<file path="config.mk">
export PLATFORM = sky130hd
export DESIGN_NAME = sssp_engine
export DESIGN_NICKNAME = d
export VERILOG_FILES = /design/src/rtl/core/sssp_pkg.sv /design/src/rtl/core/sssp_ram.sv /design/src/rtl/core/sssp_engine.sv
export SDC_FILE = /design/constraint.sdc
export NUM_CORES = 2
export LEC_CHECK = 0
export BUFFER_PORTS_ARGS = -buffer_cell sky130_fd_sc_hd__buf_4
export CORE_UTILIZATION = 55
export CTS_CLUSTER_SIZE = 25
export DETAILED_ROUTE_END_ITERATION = 6
export GPL_TIMING_DRIVEN = 0
export PLACE_DENSITY = 0.71
export SLEW_MARGIN = 20
export SYNTH_ARGS = -nofsm -noshare
export SYNTH_HDL_FRONTEND = slang
export SYNTH_HIERARCHICAL = 1
export SYNTH_SLANG_ARGS = --single-unit
</file>
<file path="constraint.sdc">
create_clock -name clk -period 9.17 [get_ports clk]
set_input_delay 0.917 -clock clk [delete_from_list [all_inputs] [get_ports clk]]
set_output_delay 0.917 -clock clk [all_outputs]
set_load 0.02 [all_outputs]
</file>
<file path="src/rtl/core/sssp_pkg.sv">
package sssp_pkg;

    localparam int NODE_BITS        = 6;
    localparam int DIST_BITS        = 27;
    localparam int NODE_COUNT_BITS  = 7;
    localparam int EDGE_WEIGHT_BITS = 20;

    localparam logic [NODE_COUNT_BITS-1:0] NODE_COUNT_RESET = 7'd64;
    localparam logic [DIST_BITS-1:0]       UNREACHED        = 27'd100000000;

    // Operation codes of an input transaction.
    localparam logic [1:0] OP_ADD_EDGE = 2'd0;
    localparam logic [1:0] OP_RUN      = 2'd1;
    localparam logic [1:0] OP_CLEAR    = 2'd2;

    // Status codes of a result.
    localparam logic [1:0] STATUS_OK         = 2'd0;
    localparam logic [1:0] STATUS_TABLE_FULL = 2'd1;
    localparam logic [1:0] STATUS_BAD_START  = 2'd2;

    typedef struct packed {
        logic [1:0]           op;
        logic [NODE_BITS-1:0] from_node;
        logic [NODE_BITS-1:0] to_node;
        logic [15:0]          weight;
        logic [NODE_BITS-1:0] start_node;
    } in_item_t;

    typedef struct packed {
        logic [NODE_BITS-1:0] node_index;
        logic [DIST_BITS-1:0] distance;
        logic                 last;
        logic [1:0]           status;
    } out_item_t;

    // Command from the sequencer to the edge table.
    typedef struct packed {
        logic                 wr;
        logic                 clr;
        logic [NODE_BITS-1:0] from_node;
        logic [NODE_BITS-1:0] to_node;
        logic [15:0]          weight;
    } edge_cmd_t;

    // One stored edge as seen by the sequencer, weight zero-extended.
    typedef struct packed {
        logic [NODE_BITS-1:0]        from_node;
        logic [NODE_BITS-1:0]        to_node;
        logic [EDGE_WEIGHT_BITS-1:0] weight;
    } edge_entry_t;

    typedef enum logic [3:0] {
        S_IDLE,
        S_ACK,
        S_INIT,
        S_SCAN,
        S_SETTLE,
        S_EDGE_RD,
        S_EDGE_CHK,
        S_RELAX,
        S_OUT_RD,
        S_OUT_PUT
    } state_e;

endpackage

</file>
<file path="src/rtl/core/sssp_ram.sv">
module sssp_ram #(
    parameter int WIDTH = 8,
    parameter int DEPTH = 16,
    localparam int AW   = (DEPTH > 1) ? $clog2(DEPTH) : 1
) (
    input  logic             clk,
    input  logic             wr_en,
    input  logic [AW-1:0]    wr_addr,
    input  logic [WIDTH-1:0] wr_data,
    input  logic             rd_en,
    input  logic [AW-1:0]    rd_addr,
    output logic [WIDTH-1:0] rd_data
);

    logic [WIDTH-1:0] mem [DEPTH];
    logic [WIDTH-1:0] rd_data_reg;

    always_ff @(posedge clk)
    begin
        if (wr_en)
        begin
            mem[wr_addr] <= wr_data;
        end
        if (rd_en)
        begin
            rd_data_reg <= mem[rd_addr];
        end
    end

    assign rd_data = rd_data_reg;

endmodule

</file>
<file path="src/rtl/core/sssp_engine.sv">
module sssp_engine #(
    parameter int MAX_NODES   = 64,
    parameter int MAX_EDGES   = 256,
    parameter int WEIGHT_BITS = 16,
    localparam int NAW        = $clog2(MAX_NODES),
    localparam int NCW        = $clog2(MAX_NODES + 1),
    localparam int EAW        = (MAX_EDGES > 1) ? $clog2(MAX_EDGES) : 1,
    localparam int ECW        = $clog2(MAX_EDGES + 1)
) (
    input  logic                  clk,
    input  logic                  rst_n,
    input  logic                  in_valid,
    input  sssp_pkg::in_item_t    in_item,
    output logic                  ready,
    input  logic [NCW-1:0]        node_limit,
    output sssp_pkg::edge_cmd_t   edge_cmd,
    output logic                  edge_rd_en,
    output logic [EAW-1:0]        edge_rd_addr,
    input  sssp_pkg::edge_entry_t edge_entry,
    input  logic [ECW-1:0]        edge_count,
    input  logic                  edge_full,
    output logic                  res_valid,
    output sssp_pkg::out_item_t   res,
    input  logic                  res_ready
);

    localparam int DB = sssp_pkg::DIST_BITS;
    localparam int CB = sssp_pkg::NODE_COUNT_BITS;
    localparam int NB = sssp_pkg::NODE_BITS;

    sssp_pkg::state_e state_reg, state_next;

    logic [NCW-1:0]         n_reg, n_next;
    logic [NB-1:0]          start_reg, start_next;
    logic [NCW-1:0]         cnt_reg, cnt_next;
    logic                   pend_reg, pend_next;
    logic [NAW-1:0]         pend_idx_reg, pend_idx_next;
    logic                   found_reg, found_next;
    logic [NAW-1:0]         pick_reg, pick_next;
    logic [DB-1:0]          pick_d_reg, pick_d_next;
    logic [ECW-1:0]         edge_idx_reg, edge_idx_next;
    logic [NAW-1:0]         dst_reg, dst_next;
    logic [WEIGHT_BITS-1:0] wt_reg, wt_next;
    logic [1:0]             status_reg, status_next;

    // Distance store: settled flag on top of the distance.
    logic              dist_wr_en;
    logic [NAW-1:0]    dist_wr_addr;
    logic [DB:0]       dist_wr_data;
    logic              dist_rd_en;
    logic [NAW-1:0]    dist_rd_addr;
    logic [DB:0]       dist_rd_data;

    logic [DB:0]       cand;
    logic              cnt_in_range;
    logic              out_last;

    assign cand         = {1'b0, pick_d_reg} + (DB + 1)'(wt_reg);
    assign cnt_in_range = (cnt_reg < n_reg);
    assign out_last     = ((cnt_reg + NCW'(1)) == n_reg);

    always_comb
    begin
        state_next    = state_reg;
        n_next        = n_reg;
        start_next    = start_reg;
        cnt_next      = cnt_reg;
        pend_next     = pend_reg;
        pend_idx_next = pend_idx_reg;
        found_next    = found_reg;
        pick_next     = pick_reg;
        pick_d_next   = pick_d_reg;
        edge_idx_next = edge_idx_reg;
        dst_next      = dst_reg;
        wt_next       = wt_reg;
        status_next   = status_reg;

        ready         = 1'b0;
        edge_cmd      = '0;
        edge_rd_en    = 1'b0;
        edge_rd_addr  = edge_idx_reg[EAW-1:0];
        dist_wr_en    = 1'b0;
        dist_wr_addr  = cnt_reg[NAW-1:0];
        dist_wr_data  = '0;
        dist_rd_en    = 1'b0;
        dist_rd_addr  = cnt_reg[NAW-1:0];
        res_valid     = 1'b0;
        res           = '0;

        unique case (state_reg)
            sssp_pkg::S_IDLE:
            begin
                ready = 1'b1;
                if (in_valid)
                begin
                    case (in_item.op)
                        sssp_pkg::OP_ADD_EDGE:
                        begin
                            edge_cmd.wr        = 1'b1;
                            edge_cmd.from_node = in_item.from_node;
                            edge_cmd.to_node   = in_item.to_node;
                            edge_cmd.weight    = in_item.weight;
                            status_next = edge_full ? sssp_pkg::STATUS_TABLE_FULL
                                                    : sssp_pkg::STATUS_OK;
                            state_next  = sssp_pkg::S_ACK;
                        end
                        sssp_pkg::OP_CLEAR:
                        begin
                            edge_cmd.clr = 1'b1;
                            status_next  = sssp_pkg::STATUS_OK;
                            state_next   = sssp_pkg::S_ACK;
                        end
                        sssp_pkg::OP_RUN:
                        begin
                            if (CB'(in_item.start_node) >= CB'(node_limit))
                            begin
                                status_next = sssp_pkg::STATUS_BAD_START;
                                state_next  = sssp_pkg::S_ACK;
                            end
                            else
                            begin
                                n_next     = node_limit;
                                start_next = in_item.start_node;
                                cnt_next   = '0;
                                state_next = sssp_pkg::S_INIT;
                            end
                        end
                        default:
                        begin
                            state_next = sssp_pkg::S_IDLE;
                        end
                    endcase
                end
            end

            sssp_pkg::S_ACK:
            begin
                res_valid     = 1'b1;
                res.last      = 1'b1;
                res.status    = status_reg;
                if (res_ready)
                begin
                    state_next = sssp_pkg::S_IDLE;
                end
            end

            sssp_pkg::S_INIT:
            begin
                dist_wr_en   = 1'b1;
                dist_wr_data = {1'b0, (CB'(cnt_reg) == CB'(start_reg)) ? '0
                                                                       : sssp_pkg::UNREACHED};
                cnt_next     = cnt_reg + NCW'(1);
                if (out_last)
                begin
                    cnt_next    = '0;
                    pend_next   = 1'b0;
                    found_next  = 1'b0;
                    pick_d_next = sssp_pkg::UNREACHED;
                    state_next  = sssp_pkg::S_SCAN;
                end
            end

            sssp_pkg::S_SCAN:
            begin
                // Reads are issued one a cycle; each result is compared in the cycle after its read.
                if (cnt_in_range)
                begin
                    dist_rd_en    = 1'b1;
                    pend_next     = 1'b1;
                    pend_idx_next = cnt_reg[NAW-1:0];
                    cnt_next      = cnt_reg + NCW'(1);
                end
                else
                begin
                    pend_next = 1'b0;
                end
                if (pend_reg && !dist_rd_data[DB] && (dist_rd_data[DB-1:0] < pick_d_reg))
                begin
                    found_next  = 1'b1;
                    pick_next   = pend_idx_reg;
                    pick_d_next = dist_rd_data[DB-1:0];
                end
                if (!cnt_in_range && !pend_reg)
                begin
                    cnt_next = '0;
                    if (found_reg)
                    begin
                        state_next = sssp_pkg::S_SETTLE;
                    end
                    else
                    begin
                        state_next = sssp_pkg::S_OUT_RD;
                    end
                end
            end

            sssp_pkg::S_SETTLE:
            begin
                dist_wr_en    = 1'b1;
                dist_wr_addr  = pick_reg;
                dist_wr_data  = {1'b1, pick_d_reg};
                edge_idx_next = '0;
                state_next    = sssp_pkg::S_EDGE_RD;
            end

            sssp_pkg::S_EDGE_RD:
            begin
                if (edge_idx_reg < edge_count)
                begin
                    edge_rd_en = 1'b1;
                    state_next = sssp_pkg::S_EDGE_CHK;
                end
                else
                begin
                    cnt_next    = '0;
                    pend_next   = 1'b0;
                    found_next  = 1'b0;
                    pick_d_next = sssp_pkg::UNREACHED;
                    state_next  = sssp_pkg::S_SCAN;
                end
            end

            sssp_pkg::S_EDGE_CHK:
            begin
                if ((edge_entry.from_node == NB'(pick_reg)) &&
                    (CB'(edge_entry.to_node) < CB'(n_reg)))
                begin
                    dist_rd_en   = 1'b1;
                    dist_rd_addr = edge_entry.to_node[NAW-1:0];
                    dst_next     = edge_entry.to_node[NAW-1:0];
                    wt_next      = edge_entry.weight[WEIGHT_BITS-1:0];
                    state_next   = sssp_pkg::S_RELAX;
                end
                else
                begin
                    edge_idx_next = edge_idx_reg + ECW'(1);
                    state_next    = sssp_pkg::S_EDGE_RD;
                end
            end

            sssp_pkg::S_RELAX:
            begin
                if ((cand < (DB + 1)'(sssp_pkg::UNREACHED)) &&
                    (cand < {1'b0, dist_rd_data[DB-1:0]}))
                begin
                    dist_wr_en   = 1'b1;
                    dist_wr_addr = dst_reg;
                    dist_wr_data = {dist_rd_data[DB], cand[DB-1:0]};
                end
                edge_idx_next = edge_idx_reg + ECW'(1);
                state_next    = sssp_pkg::S_EDGE_RD;
            end

            sssp_pkg::S_OUT_RD:
            begin
                dist_rd_en = 1'b1;
                state_next = sssp_pkg::S_OUT_PUT;
            end

            sssp_pkg::S_OUT_PUT:
            begin
                res_valid      = 1'b1;
                res.node_index = NB'(cnt_reg);
                res.distance   = dist_rd_data[DB-1:0];
                res.last       = out_last;
                res.status     = sssp_pkg::STATUS_OK;
                if (res_ready)
                begin
                    if (out_last)
                    begin
                        state_next = sssp_pkg::S_IDLE;
                    end
                    else
                    begin
                        cnt_next   = cnt_reg + NCW'(1);
                        state_next = sssp_pkg::S_OUT_RD;
                    end
                end
            end

            default:
            begin
                state_next = sssp_pkg::S_IDLE;
            end
        endcase
    end

    always_ff @(posedge clk or negedge rst_n)
    begin
        if (!rst_n)
        begin
            state_reg <= sssp_pkg::S_IDLE;
            pend_reg  <= 1'b0;
            found_reg <= 1'b0;
        end
        else
        begin
            state_reg <= state_next;
            pend_reg  <= pend_next;
            found_reg <= found_next;
        end
    end

    always_ff @(posedge clk)
    begin
        n_reg        <= n_next;
        start_reg    <= start_next;
        cnt_reg      <= cnt_next;
        pend_idx_reg <= pend_idx_next;
        pick_reg     <= pick_next;
        pick_d_reg   <= pick_d_next;
        edge_idx_reg <= edge_idx_next;
        dst_reg      <= dst_next;
        wt_reg       <= wt_next;
        status_reg   <= status_next;
    end

    sssp_ram #(
        .WIDTH (DB + 1),
        .DEPTH (MAX_NODES)
    ) u_dist_ram (
        .clk     (clk),
        .wr_en   (dist_wr_en),
        .wr_addr (dist_wr_addr),
        .wr_data (dist_wr_data),
        .rd_en   (dist_rd_en),
        .rd_addr (dist_rd_addr),
        .rd_data (dist_rd_data)
    );

endmodule

</file>
==> out/results.ini <==
[clock_tree]
clkSlewWorstSetupHoldPaths_ns=0.06
clk_latency_ns=0.83
cts.path.max_buffers=3
cts_tree=done
numCtsBuffers=188
cts.sinks=1918
root_buffer=clkbuf_16
cts_max_level=4

[logic_synthesis]
synth_seq_cells=1918
synth_compound_area_share_pct=4.934
synth_cell_types=83
synth_top_area_share_pct=73.73
synthArstFlopShare_pct=0.3128
syn-cell-area_um2=77880
ys_top_cells_by_count=1912 x edfxtp_1, 368 x mux4_2, 150 x nor2_1, 119 x mux2_2, 117 x mux2i_1
ys_seq_area_share_pct=73.92
ys_warn_count=6
syn_inst=4014
synthXorXnorAreaFrac_pct=0.5736
synth.most_common_cell=edfxtp_1
syn_avg_cell_area_um2=19.40
synth_top_family_by_area=multiplexers
synth.mux.area_fraction_pct=13.87
synth_flop_cell=edfxtp_1
synth_nets=4204
synth_edf_count=1912
yosysTopAreaCell=edfxtp_1
synthAdderAreaFrac_pct=1.632
synth-simple-area-share_pct=3.141
synth.area.top_cells=edfxtp_1 74%, mux4_2 11%, mux2_2 1.7%

[worst_setup_path]
endpoint=u_dist_ram/mem[39][11]
crit_path_start=pick_d_reg[0]
crit_path_max_fanout=15
startpoint_type=flop
rr_startpoint=pick_d_reg[0]
required_ns=9.64
setup.worst_path.class=reg -> reg
rr_endpoint=u_dist_ram/mem[39][11]
r2r_cells=22
worst_setup_path_end_kind=flop
rrSetupSlack_ns=0.19
critical_path_arrival_ns=9.45

[run_status]
status=finished, violations left
violations=capacitance limit, slew limit

[timing]
finalSetupTns_ns=0
drv_slew=3
skew_ns=0.04589
finalCriticalPeriod_ns=8.979
hold_viol_final=0
setup_viol=0
tightest_slew_ns=1.525
fin_hold_ws_ns=0.2922
rsz0062_at_grt=no
fmax_mhz=111.4
relSlewSlack_pct=-3.284
period_share_pct=97.92

[grt]
grt_usage_pct=29.34
antenna_found_initial=7
grt_pass1_wl_mm=295.0
grt_pass1_vias=41627
grt_max_degree=65
globalRouteOverflowTotal=0

[detailed_routing]
drt-initial-drc-count=6203
routedWlPerCell_um=31.79
vias_per_cell=6.556
vias=42886
totalWireLength_mm=207.9
drc=0
final_antenna_net_count=0
firstDrtPassIters=6

[power_and_ir_drop]
irDropWorstVdd_mv=0.2084
power_density_nw_per_um2=310.2
cellLeakagePower_nw=29.50
total_power_mw=28.29

[place]
routabilityCongestion=1.073
portBuffers=161
hpwl_mm=141.6

[finish]
largest_register_ffs=1792
final_core_util_pct=65.11
nets=4695
layout-drive-gt1-share_pct=28.37
syn_to_final_growth_pct=17.09

[floorplan]
initial_core_util_pct=55.61
dieArea_um2=143100
die_w_um=378.3
io_pins=166
rows=137
die_y_um=378.3
core_um2=140000

[min_path]
hold_start=edge_entry[2]
hp-class=in -> reg

[flow_run]
drv_cap=1

==> repair_timing <==
item                                    CTS  global route
endpoints found under the hold margin     6             0
gates resized for setup                   0             5
hold buffers                              1             0
endpoints found under the setup margin    0           457
setup buffers                             0            25
==> cell usage in the layout (no fill, tap or decap), types with 74 or more instances in the layout <==
cell       Yosys  final
mux4_2       368    368
clkbuf_1      92    123
inv_1         97     96
buf_4         63    256
ha_1         100    100
edfxtp_1    1912   1912
o22ai_1      105    105
mux2i_1      117    117
nor3_1        81     74
clkbuf_16      0    190
mux2_2       119    119
nor2_1       150     87
==> per-layer routing <==
layer | track usage [%] | vias up | part of all wire [%]
met3 | 6.813 | 444 | 12
met4 | 13.52 | 0 | 5.1
met1 | 41.14 | 22101 | 38
met2 | 44.07 | 2794 | 45
met5 | 0 | - | 0
li1 | - | 17547 | -
==> cells by family after synthesis <==
family / Yosys count
flops: 1918
mux: 604
compound gates: 535
simple gates: 490
buf+inv: 315
fa+ha+maj: 101
xor+xnor: 51
==> stage by stage <==
step	worst slack, ns	cells	cell area, µm²
2_1_floorplan	1.624	4014	77880
3_3_place_gp	-2.813	6051	81430
3_5_place_dp	0.2092	6165	84600
4_1_cts	0.1134	6514	90770
5_1_grt	0.08315	6539	91180
6_report	0.1911	6541	91190
==> worst max-delay path, stage by stage (launching register included) <==
cell,delay (ns)
edfxtp_1,0.44
ha_1,0.28
fa_1,0.45
a211oi_1,0.32
o211a_1,0.28
nor2_1,0.12
a21oi_1,0.26
o21ai_0,0.16
xor2_1,0.43
ha_1,0.35
a21o_1,0.18
a2111oi_0,0.42
o31ai_1,0.13
a211oi_1,0.42
o311ai_0,0.45
nor2_2,0.54
o21ai_2,0.34
o221ai_1,0.72
clkbuf_1,0.55
nand4_1,0.66
buf_6,0.39
nor2_4,0.49
buf_16,0.24
==> worst min-delay path by stage <==
| stage | to | slack [ns] | depth (start not counted) |
|---|---|---|---|
| floorplan | pick_reg[0] | 0.40 | 0 |
| global placement | pick_reg[4] | 0.40 | 0 |
| detailed placement | pick_reg[4] | 0.40 | 0 |
| CTS | wt_reg[2] | 0.24 | 1 |
| global route | wt_reg[2] | 0.25 | 1 |
| finish | wt_reg[2] | 0.29 | 1 |
==> where the power goes <==
group	total, mW	switching [mW]	internal (mW)	leakage, nW
logic	9.70	6.30	3.40	9.56
registers	10.9	0.206	10.7	17.0
clock network	7.67	3.31	4.36	3.00
==> layout make-up <==
class	count	area (µm²)
Antenna cell	2	5.005
Timing Repair Buffer	301	3959
Tap cell	1876	2347
Clock buffer	221	4871
Sequential cell	1918	57570
Clock inverter	127	1291
Buffer	217	1139
Fill cell	9068	48860
Inverter	98	367.9
Multi-Input combinational cell	1781	19640
(Power assumes the default switching activity.)
